$ cat config.mk
export PLATFORM = sky130hd
export DESIGN_NAME = datalog_token_scanner_unit
export DESIGN_NICKNAME = d
export VERILOG_FILES = /design/src/rtl/dlts_pkg.sv /design/src/rtl/dlts_scanner.sv /design/src/rtl/dlts_token_fifo.sv /design/src/rtl/datalog_token_scanner_unit.sv
export SDC_FILE = /design/constraint.sdc
export NUM_CORES = 1
export LEC_CHECK = 0
export ABC_AREA = 0
export ABC_CLOCK_PERIOD_IN_PS = 11400
export BUFFER_PORTS_ARGS = -buffer_cell sky130_fd_sc_hd__buf_2
export CORE_ASPECT_RATIO = 0.75
export CORE_MARGIN = 3
export CORE_UTILIZATION = 30
export CTS_CLUSTER_DIAMETER = 40
export DETAILED_ROUTE_END_ITERATION = 7
export SYNTH_ARGS = -nofsm -noshare
export SYNTH_HDL_FRONTEND = slang
export SYNTH_SLANG_ARGS = --single-unit
export TNS_END_PERCENT = 20
$ cat constraint.sdc
create_clock -name clk -period 11.4 [get_ports clk]
set_clock_uncertainty 0.1 [all_clocks]
set_input_delay 1.71 -clock clk [delete_from_list [all_inputs] [get_ports clk]]
set_output_delay 1.71 -clock clk [all_outputs]
set_load 0.05 [all_outputs]
$ cat src/rtl/dlts_pkg.sv
// ----------------------------------------------------------------------------
// dlts_pkg
// Shared types, token kind codes and keyword tables for the token scanner.
// ----------------------------------------------------------------------------
package dlts_pkg;

  localparam int LINE_BITS   = 20;
  localparam int LENGTH_BITS = 16;
  localparam int FIFO_DEPTH  = 4;
  localparam int FIFO_AW     = $clog2(FIFO_DEPTH);

  localparam logic [LINE_BITS-1:0]   LINE_MAX = '1;
  localparam logic [LENGTH_BITS-1:0] LEN_MAX  = '1;

  // token kinds
  localparam logic [4:0] K_COMMA     = 5'd0;
  localparam logic [4:0] K_PERIOD    = 5'd1;
  localparam logic [4:0] K_QMARK     = 5'd2;
  localparam logic [4:0] K_LPAREN    = 5'd3;
  localparam logic [4:0] K_RPAREN    = 5'd4;
  localparam logic [4:0] K_COLON     = 5'd5;
  localparam logic [4:0] K_COLONDASH = 5'd6;
  localparam logic [4:0] K_MUL       = 5'd7;
  localparam logic [4:0] K_ADD       = 5'd8;
  localparam logic [4:0] K_KW0       = 5'd9;
  localparam logic [4:0] K_ID        = 5'd13;
  localparam logic [4:0] K_STRING    = 5'd14;
  localparam logic [4:0] K_COMMENT   = 5'd15;
  localparam logic [4:0] K_UNDEF     = 5'd16;
  localparam logic [4:0] K_EOF       = 5'd17;

  // input operations
  localparam logic OP_CHAR = 1'b0;
  localparam logic OP_END  = 1'b1;

  // character codes
  localparam logic [7:0] CH_TAB    = 8'd9;
  localparam logic [7:0] CH_LF     = 8'd10;
  localparam logic [7:0] CH_CR     = 8'd13;
  localparam logic [7:0] CH_SPACE  = 8'd32;
  localparam logic [7:0] CH_QUOTE  = 8'd39;
  localparam logic [7:0] CH_LPAREN = 8'd40;
  localparam logic [7:0] CH_RPAREN = 8'd41;
  localparam logic [7:0] CH_STAR   = 8'd42;
  localparam logic [7:0] CH_PLUS   = 8'd43;
  localparam logic [7:0] CH_COMMA  = 8'd44;
  localparam logic [7:0] CH_DASH   = 8'd45;
  localparam logic [7:0] CH_PERIOD = 8'd46;
  localparam logic [7:0] CH_HASH   = 8'd35;
  localparam logic [7:0] CH_COLON  = 8'd58;
  localparam logic [7:0] CH_QMARK  = 8'd63;
  localparam logic [7:0] CH_BAR    = 8'd124;
  localparam logic [7:0] CH_DIG_LO = 8'd48;
  localparam logic [7:0] CH_DIG_HI = 8'd57;
  localparam logic [7:0] CH_UC_LO  = 8'd65;
  localparam logic [7:0] CH_UC_HI  = 8'd90;
  localparam logic [7:0] CH_LC_LO  = 8'd97;
  localparam logic [7:0] CH_LC_HI  = 8'd122;

  typedef enum logic [3:0] {
    M_IDLE, M_IDENT, M_COLON, M_HASH, M_LINECOM, M_STRING, M_SQUOTE, M_BLOCK, M_BBAR
  } dlts_mode_t;

  typedef struct packed {
    logic       op;
    logic [7:0] char_code;
  } dlts_in_t;

  typedef struct packed {
    logic [4:0]             token_kind;
    logic [LINE_BITS-1:0]   token_line;
    logic [LENGTH_BITS-1:0] lexeme_length;
    logic                   last_token;
  } dlts_out_t;

  // up to two tokens produced by one transaction, in order
  typedef struct packed {
    logic [1:0] num;
    dlts_out_t  first;
    dlts_out_t  second;
  } dlts_push_t;

  // keyword text, left aligned, zero padded to eight bytes
  function automatic logic [7:0] kw_char(logic [1:0] k, logic [2:0] pos);
    logic [63:0] txt;
    unique case (k)
      2'd0:    txt = {"Schemes", 8'h00};
      2'd1:    txt = {"Facts", 24'h0};
      2'd2:    txt = {"Rules", 24'h0};
      default: txt = {"Queries", 8'h00};
    endcase
    return txt[(7 - int'(pos)) * 8 +: 8];
  endfunction

  function automatic logic [3:0] kw_len(logic [1:0] k);
    unique case (k)
      2'd0:    return 4'd7;
      2'd1:    return 4'd5;
      2'd2:    return 4'd5;
      default: return 4'd7;
    endcase
  endfunction

endpackage

$ cat src/rtl/dlts_scanner.sv
// ----------------------------------------------------------------------------
// dlts_scanner
// Lexer state and the one-character transition; emits up to two tokens.
// ----------------------------------------------------------------------------
module dlts_scanner
  import dlts_pkg::*;
(
  input  logic       clk,
  input  logic       rst_n,
  input  logic       step_en,
  input  dlts_in_t   in_item,
  output dlts_push_t push
);

  dlts_mode_t             mode_r, mode_nxt;
  logic [LINE_BITS-1:0]   line_r, line_nxt;
  logic [LINE_BITS-1:0]   start_r, start_nxt;
  logic [LENGTH_BITS-1:0] len_r, len_nxt;
  logic [2:0]             kwp_r, kwp_nxt;

  logic [7:0]             c;
  logic                   is_letter, is_alnum;
  logic [LINE_BITS-1:0]   line_inc;
  logic [LENGTH_BITS-1:0] len_inc;
  logic [1:0]             kw_idx;
  logic [4:0]             ident_kind;
  logic                   a_vld, b_vld, rescan;
  dlts_out_t              tok_a, tok_b;

  assign c         = in_item.char_code;
  assign is_letter = (c >= CH_UC_LO && c <= CH_UC_HI) || (c >= CH_LC_LO && c <= CH_LC_HI);
  assign is_alnum  = is_letter || (c >= CH_DIG_LO && c <= CH_DIG_HI);
  assign line_inc  = (line_r == LINE_MAX) ? line_r : line_r + 1'b1;
  assign len_inc   = (len_r == LEN_MAX) ? len_r : len_r + 1'b1;
  assign kw_idx    = 2'(kwp_r - 3'd1);

  always_comb begin
    ident_kind = K_ID;
    if (kwp_r >= 3'd1 && kwp_r <= 3'd4 &&
        len_r == LENGTH_BITS'(kw_len(kw_idx))) begin
      ident_kind = K_KW0 + 5'(kw_idx);
    end
  end

  always_comb begin
    mode_nxt  = mode_r;
    line_nxt  = line_r;
    start_nxt = start_r;
    len_nxt   = len_r;
    kwp_nxt   = kwp_r;
    a_vld     = 1'b0;
    b_vld     = 1'b0;
    rescan    = 1'b0;
    tok_a     = '0;
    tok_b     = '0;

    if (step_en) begin
      if (in_item.op == OP_END) begin
        tok_a.token_line    = start_r;
        tok_a.lexeme_length = len_r;
        unique case (mode_r)
          M_IDENT: begin
            a_vld = 1'b1;
            tok_a.token_kind = ident_kind;
          end
          M_COLON: begin
            a_vld = 1'b1;
            tok_a.token_kind    = K_COLON;
            tok_a.lexeme_length = LENGTH_BITS'(1);
          end
          M_HASH, M_LINECOM: begin
            a_vld = 1'b1;
            tok_a.token_kind = K_COMMENT;
          end
          M_SQUOTE: begin
            a_vld = 1'b1;
            tok_a.token_kind = K_STRING;
          end
          M_STRING, M_BLOCK, M_BBAR: begin
            a_vld = 1'b1;
            tok_a.token_kind = K_UNDEF;
          end
          default: a_vld = 1'b0;
        endcase
        b_vld = 1'b1;
        tok_b.token_kind    = K_EOF;
        tok_b.token_line    = line_r;
        tok_b.lexeme_length = '0;
        mode_nxt  = M_IDLE;
        line_nxt  = LINE_BITS'(1);
        start_nxt = '0;
        len_nxt   = '0;
        kwp_nxt   = '0;
      end else begin
        tok_a.token_line    = start_r;
        tok_a.lexeme_length = len_r;
        unique case (mode_r)
          M_IDENT: begin
            if (is_alnum) begin
              if (kwp_r >= 3'd1 && kwp_r <= 3'd4) begin
                if (len_r >= LENGTH_BITS'(kw_len(kw_idx)) ||
                    kw_char(kw_idx, len_r[2:0]) != c) begin
                  kwp_nxt = '0;
                end
              end else begin
                kwp_nxt = '0;
              end
              len_nxt = len_inc;
            end else begin
              a_vld = 1'b1;
              tok_a.token_kind = ident_kind;
              kwp_nxt = '0;
              rescan  = 1'b1;
            end
          end
          M_COLON: begin
            a_vld = 1'b1;
            if (c == CH_DASH) begin
              tok_a.token_kind    = K_COLONDASH;
              tok_a.lexeme_length = LENGTH_BITS'(2);
              mode_nxt = M_IDLE;
            end else begin
              tok_a.token_kind    = K_COLON;
              tok_a.lexeme_length = LENGTH_BITS'(1);
              rescan = 1'b1;
            end
          end
          M_HASH: begin
            if (c == CH_BAR) begin
              mode_nxt = M_BLOCK;
              len_nxt  = len_inc;
            end else if (c == CH_LF) begin
              a_vld = 1'b1;
              tok_a.token_kind = K_COMMENT;
              rescan = 1'b1;
            end else begin
              mode_nxt = M_LINECOM;
              len_nxt  = len_inc;
            end
          end
          M_LINECOM: begin
            if (c == CH_LF) begin
              a_vld = 1'b1;
              tok_a.token_kind = K_COMMENT;
              rescan = 1'b1;
            end else begin
              len_nxt = len_inc;
            end
          end
          M_STRING: begin
            len_nxt = len_inc;
            if (c == CH_LF) line_nxt = line_inc;
            if (c == CH_QUOTE) mode_nxt = M_SQUOTE;
          end
          M_SQUOTE: begin
            if (c == CH_QUOTE) begin
              len_nxt  = len_inc;
              mode_nxt = M_STRING;
            end else begin
              a_vld = 1'b1;
              tok_a.token_kind = K_STRING;
              rescan = 1'b1;
            end
          end
          M_BLOCK, M_BBAR: begin
            len_nxt = len_inc;
            if (c == CH_LF) line_nxt = line_inc;
            if (mode_r == M_BBAR && c == CH_HASH) begin
              a_vld = 1'b1;
              tok_a.token_kind    = K_COMMENT;
              tok_a.lexeme_length = len_inc;
              mode_nxt = M_IDLE;
            end else begin
              mode_nxt = (c == CH_BAR) ? M_BBAR : M_BLOCK;
            end
          end
          default: rescan = 1'b1;
        endcase

        // the terminating character is scanned again as a fresh one
        if (rescan) begin
          mode_nxt = M_IDLE;
          tok_b.token_line    = line_r;
          tok_b.lexeme_length = LENGTH_BITS'(1);
          tok_b.token_kind    = K_UNDEF;
          priority if (c == CH_LF) begin
            line_nxt = line_inc;
          end else if ((c >= CH_TAB && c <= CH_CR) || c == CH_SPACE) begin
            b_vld = 1'b0;
          end else if (c == CH_COMMA) begin
            b_vld = 1'b1;
            tok_b.token_kind = K_COMMA;
          end else if (c == CH_PERIOD) begin
            b_vld = 1'b1;
            tok_b.token_kind = K_PERIOD;
          end else if (c == CH_QMARK) begin
            b_vld = 1'b1;
            tok_b.token_kind = K_QMARK;
          end else if (c == CH_LPAREN) begin
            b_vld = 1'b1;
            tok_b.token_kind = K_LPAREN;
          end else if (c == CH_RPAREN) begin
            b_vld = 1'b1;
            tok_b.token_kind = K_RPAREN;
          end else if (c == CH_STAR) begin
            b_vld = 1'b1;
            tok_b.token_kind = K_MUL;
          end else if (c == CH_PLUS) begin
            b_vld = 1'b1;
            tok_b.token_kind = K_ADD;
          end else if (c == CH_COLON || c == CH_HASH || c == CH_QUOTE) begin
            mode_nxt  = (c == CH_COLON) ? M_COLON : (c == CH_HASH) ? M_HASH : M_STRING;
            start_nxt = line_r;
            len_nxt   = LENGTH_BITS'(1);
          end else if (is_letter) begin
            mode_nxt  = M_IDENT;
            start_nxt = line_r;
            len_nxt   = LENGTH_BITS'(1);
            kwp_nxt   = '0;
            for (int k = 0; k < 4; k++) begin
              if (kw_char(2'(k), 3'd0) == c) kwp_nxt = 3'(k + 1);
            end
          end else begin
            b_vld = 1'b1;
          end
        end
      end
    end
  end

  // pack the tokens in order, last one flagged
  always_comb begin
    push = '0;
    if (a_vld && b_vld) begin
      push.num    = 2'd2;
      push.first  = tok_a;
      push.second = tok_b;
      push.second.last_token = 1'b1;
    end else if (a_vld) begin
      push.num   = 2'd1;
      push.first = tok_a;
      push.first.last_token = 1'b1;
    end else if (b_vld) begin
      push.num   = 2'd1;
      push.first = tok_b;
      push.first.last_token = 1'b1;
    end
  end

  always_ff @(posedge clk) begin
    if (!rst_n) begin
      mode_r  <= M_IDLE;
      line_r  <= LINE_BITS'(1);
      start_r <= '0;
      len_r   <= '0;
      kwp_r   <= '0;
    end else begin
      mode_r  <= mode_nxt;
      line_r  <= line_nxt;
      start_r <= start_nxt;
      len_r   <= len_nxt;
      kwp_r   <= kwp_nxt;
    end
  end

endmodule

$ cat src/rtl/dlts_token_fifo.sv
// ----------------------------------------------------------------------------
// dlts_token_fifo
// Small result queue: up to two tokens in per cycle, one out unless stalled.
// ----------------------------------------------------------------------------
module dlts_token_fifo
  import dlts_pkg::*;
(
  input  logic       clk,
  input  logic       rst_n,
  input  dlts_push_t push,
  output logic       room,
  output logic       out_valid,
  input  logic       out_stall,
  output dlts_out_t  out_data
);

  dlts_out_t              mem [FIFO_DEPTH];
  logic [FIFO_AW-1:0]     wptr_r, wptr_nxt;
  logic [FIFO_AW-1:0]     rptr_r, rptr_nxt;
  logic [FIFO_AW:0]       count_r, count_nxt;
  logic                   pop;

  // room for a worst-case pair regardless of this cycle's pop
  assign room      = count_r <= (FIFO_AW + 1)'(FIFO_DEPTH - 2);
  assign out_valid = count_r != '0;
  assign out_data  = mem[rptr_r];
  assign pop       = out_valid && !out_stall;

  always_comb begin
    wptr_nxt  = wptr_r + FIFO_AW'(push.num);
    rptr_nxt  = pop ? rptr_r + 1'b1 : rptr_r;
    count_nxt = count_r + (FIFO_AW + 1)'(push.num) - (FIFO_AW + 1)'(pop);
  end

  always_ff @(posedge clk) begin
    if (push.num != 2'd0) mem[wptr_r] <= push.first;
    if (push.num == 2'd2) mem[wptr_r + 1'b1] <= push.second;
  end

  always_ff @(posedge clk) begin
    if (!rst_n) begin
      wptr_r  <= '0;
      rptr_r  <= '0;
      count_r <= '0;
    end else begin
      wptr_r  <= wptr_nxt;
      rptr_r  <= rptr_nxt;
      count_r <= count_nxt;
    end
  end

endmodule

$ cat src/rtl/datalog_token_scanner_unit.sv
// ----------------------------------------------------------------------------
// datalog_token_scanner_unit
// Datalog lexer: one source byte per transaction in, tokens out.
// ----------------------------------------------------------------------------
//  channel | direction | handshake           | payload
//  in_     | input     | in_valid / in_stall   | dlts_in_t  (op, char_code)
//  out_    | output    | out_valid / out_stall | dlts_out_t (kind, line, length, last)
//
// one input transaction per cycle while in_stall is low; it updates the lexer
// state and queues its zero to two tokens, which reach out_ after any older ones.
// output runs one token per cycle while out_stall is low, through a four-entry
// queue; in_stall is high while fewer than two entries are free.
// reset is synchronous: lexer back to idle on line one, queue empty.
// ----------------------------------------------------------------------------
module datalog_token_scanner_unit
  import dlts_pkg::*;
(
  input  logic      clk,
  input  logic      rst_n,
  input  logic      in_valid,
  output logic      in_stall,
  input  dlts_in_t  in_data,
  output logic      out_valid,
  input  logic      out_stall,
  output dlts_out_t out_data
);

  logic       room;
  logic       step_en;
  dlts_push_t push;

  assign in_stall = !room;
  assign step_en  = in_valid && !in_stall;

  dlts_scanner u_scanner (
    .clk     (clk),
    .rst_n   (rst_n),
    .step_en (step_en),
    .in_item (in_data),
    .push    (push)
  );

  dlts_token_fifo u_fifo (
    .clk       (clk),
    .rst_n     (rst_n),
    .push      (push),
    .room      (room),
    .out_valid (out_valid),
    .out_stall (out_stall),
    .out_data  (out_data)
  );

  // end of input always yields at least the eof token
  a_end_gives_token: assert property (@(posedge clk) disable iff (!rst_n)
    (step_en && in_data.op == OP_END) |=> out_valid)
    else $error("no token after end of input");

  a_eof_is_last: assert property (@(posedge clk) disable iff (!rst_n)
    (out_valid && out_data.token_kind == K_EOF) |-> out_data.last_token)
    else $error("eof token not flagged last");

  a_line_nonzero: assert property (@(posedge clk) disable iff (!rst_n)
    out_valid |-> (out_data.token_line != '0))
    else $error("token reported on line zero");

  a_len_nonzero: assert property (@(posedge clk) disable iff (!rst_n)
    (out_valid && out_data.token_kind != K_EOF) |-> (out_data.lexeme_length != '0))
    else $error("empty lexeme on a non-eof token");

endmodule

; After elaboration in Yosys (flattened, before gate mapping)
; Memory sizes are Yosys's and may differ from the RTL's. A register that Yosys moved wholly into a read port is not among the register bits.
; Index checks and enable logic that the tools add are counted.
[classes]
n_addsub = 10
n_lt_le_gt_ge = 12
eq_ne = 46
n_shift = 1
muxes = 214
n_reduce_logical = 31
[op_table]
columns = cell, n
row1 = 2-to-1 mux 64 bit, 61
row2 = 2-to-1 mux 20 bit, 19
row3 = 2-to-1 mux 16 bit, 20
row4 = 2-to-1 mux 41 bit, 5
row5 = one-hot mux 61 bit (3 select lines), 1
row6 = 2-to-1 mux 4 bit, 28
row7 = "== test 8 x 6 -> 1 bit, second input constant", 12
row8 = 2-to-1 mux 44 bit, 2
row9 = one-hot mux 16 bit (5 select lines), 1
row10 = indexed part select 64 x 32 -> 8 bit, 1
row11 = 2-to-1 mux 5 bit, 12
row12 = 2-to-1 mux 3 bit, 19
row13 = 2-to-1 mux 43 bit, 1
row14 = 2-to-1 mux 42 bit, 1
row15 = == test 8 bit, 4
row16 = one-hot mux 16 bit (2 select lines), 1
row17 = 2-to-1 mux 1 bit, 31
row18 = one-hot mux 5 bit (6 select lines), 1
row19 = one-hot mux 5 bit (5 select lines), 1
row20 = "adder 20 x 1 -> 20 bit, second input constant", 1
row21 = "== test 20 bit, second input constant", 1
row22 = one-hot mux 4 bit (5 select lines), 1
row23 = "inequality test 2 bit, second input constant", 9
row24 = "adder 16 x 1 -> 16 bit, second input constant", 1
row25 = 44 further kinds, 80
[word_totals]
register_bits = 70
mem_bits_rw = 168
inputBits = 13
output_inout_bits = 44
wordCells = 323
n_memories = 1
[mem_list]
columns = memory, depth, word_bits, rd, rd_clocked_by_memory_dff, write_ports, line
row1 = u_fifo.mem, 4, 42, 1, 1, 2, dlts_token_fifo.sv:17  ; dlts_out_t mem [FIFO_DEPTH];

; Depth between registers and ports, before layout
[depth]
depth_word = 35
mapped_depth = 18
ltp_nobuf = 15

; Cells and area by module
; Synthesis repeated with hierarchy kept, for this count alone.
[hier_totals]
hier_cells = 1316
hier_area_um2 = 14607.8
[by_module_without_submodules]
columns = module, instances, cells_each, area_per_inst_um2, seq_area_each_um2
row1 = dlts_token_fifo, 1, 460, 8597.0, 5225.0
row2 = dlts_scanner, 1, 854, 6000.8, 1261.2
row3 = datalog_token_scanner_unit, 1, 2, 10.0, 0.0

; Worst setup path after synthesis
; OpenSTA, ideal clock, no wires.
[synth_timing]
path_type = input to register
start = input port in_data[2] (netlist name)
end = memory u_fifo.mem[2][0] (netlist name) (enable)
t_arrival_ps = 5131
required_ps = 10918
path_slack_ps = 5787
path_stages = 14
path_buffers = 3
cell_sequence = clkbuf_1 or2_1 o32a_1 a211oi_2 nand3_1 o21a_4 inv_2 ha_1 clkbuf_1 inv_1 nor3b_1 nor2_1 clkbuf_1 inv_1
[synth_lines]
columns = element, line
row1 = from (decl), datalog_token_scanner_unit.sv:22  ; input dlts_in_t in_data,
row2 = to (decl), dlts_token_fifo.sv:17

==> impl_metrics.csv <==
group,metric,value,unit
layout,fin_util,34.37,%
drt,drc_errors,0,
synth,syn_inst,1333,
synth,synth-seq-cells,240,
flow_run,drv_cap,0,
cts,cts.repair.resized,0,
placement,place_congestion,0.9324,
grt,antenna_found_initial,0,
drt,vias,11220,
placement,dp_hpwl,28610,µm
cts,cts.sinks,240,
synth,ys_types,93,
synth,yosysWarnings,0,
power_and_ir_drop,p_leak,4.862,nW
sta,fmax,161.3,MHz
synth,async_flop_share,0,%
synth,avgSynthCellArea,10.08,µm²
placement,portBuffers,56,
sta,slew_violations,0,
die,die_width,250.4,µm
placement,dp.cells,1859,
synth,ys_seq_area_share,43.81,%
outcome,outcome,"complete, no violations",
cts,clkTransAtPathRegs,0.06,ns
worst_setup_path,path_cells,"buf_2 > or4b_1 > o21ai_2 > o211ai_4 > nor3_4 > o21a_4 > inv_2 > ha_1 > inv_1 > nand4_1 > o32a_2 > o31ai_4 > a22o_1",
worst_setup_path,max_stage_delay,0.96,ns
drt,drtPass1Iterations,6,
sta,min_period,6.201,ns
synth,synthesis.nets,1364,
power_and_ir_drop,ir_worst_vdd,0.1552,mV
sta,fin_tns_setup,0,ns
worst_setup_path,reg2reg_setup_slack,5.74,ns
cts,post_cts_buffers,0,
cts,cts.htree.levels,1,
die,initial_core_util,30.70,%
layout,syn_to_final_growth,11.97,%
sta,tightest_slew,1.181,ns
die,core_area,43770,µm²
drt,wl,42150,µm
die,num_rows,66,
die,io_pins,57,
layout,diodes,0,
die,die_y,189.3,µm
layout,n_fill_cell,4458,
synth,synth-edff-count,108,
worst_hold_path,hold_path_class,"reg -> reg",
grt,grt.overflow.total,0,
sta,finalSetupViolations,0,
cts,clkLatencyLatePin,0.57,ns
layout,final_cells,1915,
worst_setup_path,arrival,6.52,ns
sta,hold_viol,0,
cts,cts-buffers-inserted,30,
cts,cts-root-buf,"clkbuf_16",
grt,grt_start_max_net_pins,43,
power_and_ir_drop,power.total,2.866,mW
sta,slew_headroom,21.27,%
layout,final_nets,1344,
drt,drt-initial-drc-count,1255,
drt,wl_per_cell,22.01,µm
worst_setup_path,end_kind,"flop",
cts,hold_buffers,0,
worst_setup_path,slowest_stage,"o31ai_4",
cts,ctsLongestPathBuffers,3,
grt,grt_usage,17.44,%
sta,rsz0062_at_grt,"false",
layout,seqCellArea,5891,µm²
cts,cts_tree,"yes",
drt,antenna_left,0,
layout,drive_above_1_share,15.48,%
grt,grt_pass1_wl,65740,µm
worst_setup_path,cp_max_fo,20,
worst_setup_path,crit_type,"in -> reg",
layout,multi_input_area,6842,µm²
worst_setup_path,critPathLaunchType,"primary input",
synth,ys.flop_type,"dfxtp_1",
power_and_ir_drop,power_density,190.5,nW/µm²
drt,vias_per_cell,5.858,
grt,grt_pass1_vias,10700,
sta,finalCritPeriodShare,54.39,%
die,dieArea,47390,µm²
worst_setup_path,crit_required,11.72,ns
synth,synth_area,13440,µm²
-- metrics by stage --
step / area [µm²] / worst slack, ns / hold WS (ns)
after floorplan: 13440 / 5.788 / 0.3198
after global placement: 14030 / 4.881 / 0.3310
after detailed placement: 14030 / 4.661 / 0.3402
after CTS: 15040 / 5.270 / 0.3550
after global routing: 15040 / 4.938 / 0.3709
final: 15040 / 5.199 / 0.3535
-- sequential cells by signal, summed over array words and instances, names as in the netlist, named ones only --
name,cells
u_fifo.count_r,3
u_fifo.mem,168
u_fifo.rptr_r,2
u_fifo.wptr_r,2
u_scanner.kwp_r,3
u_scanner.len_r,16
u_scanner.line_r,20
u_scanner.mode_r,4
u_scanner.start_r,20
-- layout make-up --
| cell class | instances | area share (%) |
|---|---|---|
| multi-input cells | 930 | 45.48 |
| repair buffers | 79 | 3.011 |
| inverters | 32 | 0.7985 |
| flip-flops and latches | 240 | 39.16 |
| well taps | 578 | 4.807 |
| clock inverters | 18 | 1.422 |
| clock buffers | 38 | 5.323 |
-- placed cells by master (no fill, tap or decap), types with 7 or more instances in the layout --
master | synthesis | final
a211oi_1 | 11 | 11
a21o_1 | 9 | 9
a21oi_1 | 56 | 56
a22o_1 | 133 | 133
a31oi_1 | 28 | 28
and2_1 | 14 | 14
and3_1 | 15 | 15
buf_2 | 18 | 56
buf_4 | 1 | 23
clkbuf_16 | 0 | 30
dfxtp_1 | 132 | 130
edfxtp_1 | 108 | 108
ha_1 | 17 | 17
inv_1 | 28 | 28
mux2i_1 | 7 | 7
mux4_2 | 42 | 42
nand2_1 | 107 | 107
nand2b_1 | 7 | 7
nand3_1 | 41 | 41
nand4_1 | 14 | 14
nor2_1 | 78 | 77
nor2b_1 | 9 | 9
nor3_1 | 33 | 32
nor3b_1 | 8 | 8
nor4_1 | 13 | 13
o211ai_1 | 10 | 10
o21a_1 | 7 | 7
o21ai_0 | 74 | 74
o21ai_1 | 10 | 10
o22ai_1 | 24 | 24
or3_1 | 9 | 9
or4_1 | 9 | 9
xnor2_1 | 13 | 13
-- report_power, final --
part / internal [mW] / leakage, nW / switching, mW
Combinational: 0.229 / 2.39 / 0.586
Clock: 0.540 / 0.490 / 0.411
Sequential: 1.02 / 1.98 / 0.0761
-- logic make-up after synthesis --
family	Yosys count	synth area share (%)
AOI/OAI and AO/OA	445	24.84
xor gates and xnor gates	19	1.239
adders and majority gates	18	1.732
buffers and inverters	163	5.373
DFF	240	43.81
muxes	51	7.730
and+or+nand+nor	397	15.28
-- critical path: cells and delay by family --
kind / cells / cell delay [ns]
fa+ha+maj: 1 / 0.30
simple gates: 3 / 1.40
compound gates: 6 / 2.56
buf+inv: 3 / 0.53
-- cell usage after synthesis, drive strengths merged (5+ instances only) --
master / count / area share [%]
nor3: 34 / 1.4
xor2: 6 / 0.39
o32ai: 6 / 0.39
o211ai: 11 / 0.72
o31a: 6 / 0.39
o21a: 8 / 0.50
o22ai: 24 / 1.1
nand4: 14 / 0.65
nand3b: 5 / 0.28
a31oi: 29 / 1.4
or2: 6 / 0.28
a211o: 5 / 0.33
a22o: 133 / 8.7
nand2b: 7 / 0.33
nor2b: 9 / 0.42
o31ai: 9 / 1.0
a21oi: 57 / 2.2
a21o: 9 / 0.50
xnor2: 13 / 0.85
buf: 42 / 2.0
and2: 14 / 0.65
a211oi: 13 / 0.80
dfxtp: 132 / 20
or4: 9 / 0.50
nand3: 41 / 1.5
nor3b: 8 / 0.45
nand2: 108 / 3.0
mux2i: 7 / 0.52
o2111ai: 5 / 0.33
a311oi: 9 / 0.73
nand4b: 5 / 0.33
a32o: 6 / 0.45
mux4: 42 / 7.0
or4b: 5 / 0.37
inv: 30 / 0.84
and3: 15 / 0.70
ha: 17 / 1.6
nor4: 14 / 0.70
clkbuf: 89 / 2.5
edfxtp: 108 / 24
o21ai: 85 / 3.2
nor2: 79 / 2.2
or3: 9 / 0.42
-- path summary, 6_finish.rpt --
path / endpoint / cells after the start / start
worst max-delay path: u_fifo.mem[0][27] / 13 / in_data[4]
worst min-delay path: u_fifo.mem[3][8] / 2 / u_fifo.mem[3][8]
worst max register to register: u_fifo.mem[1][30] / 13 / u_scanner.mode_r[0]
worst min register to register: u_fifo.mem[3][8] / 2 / u_fifo.mem[3][8]
-- per-layer routing --
metal / vias up / wire length, µm / track usage, %
met5: - / 0 / 0
met4: 0 / 992 / 4.324
met2: 458 / 19000 / 27.50
met1: 5546 / 19280 / 24.93
li1: 5150 / - / -
met3: 64 / 2882 / 2.939
Power figures use the tool's default switching activity.
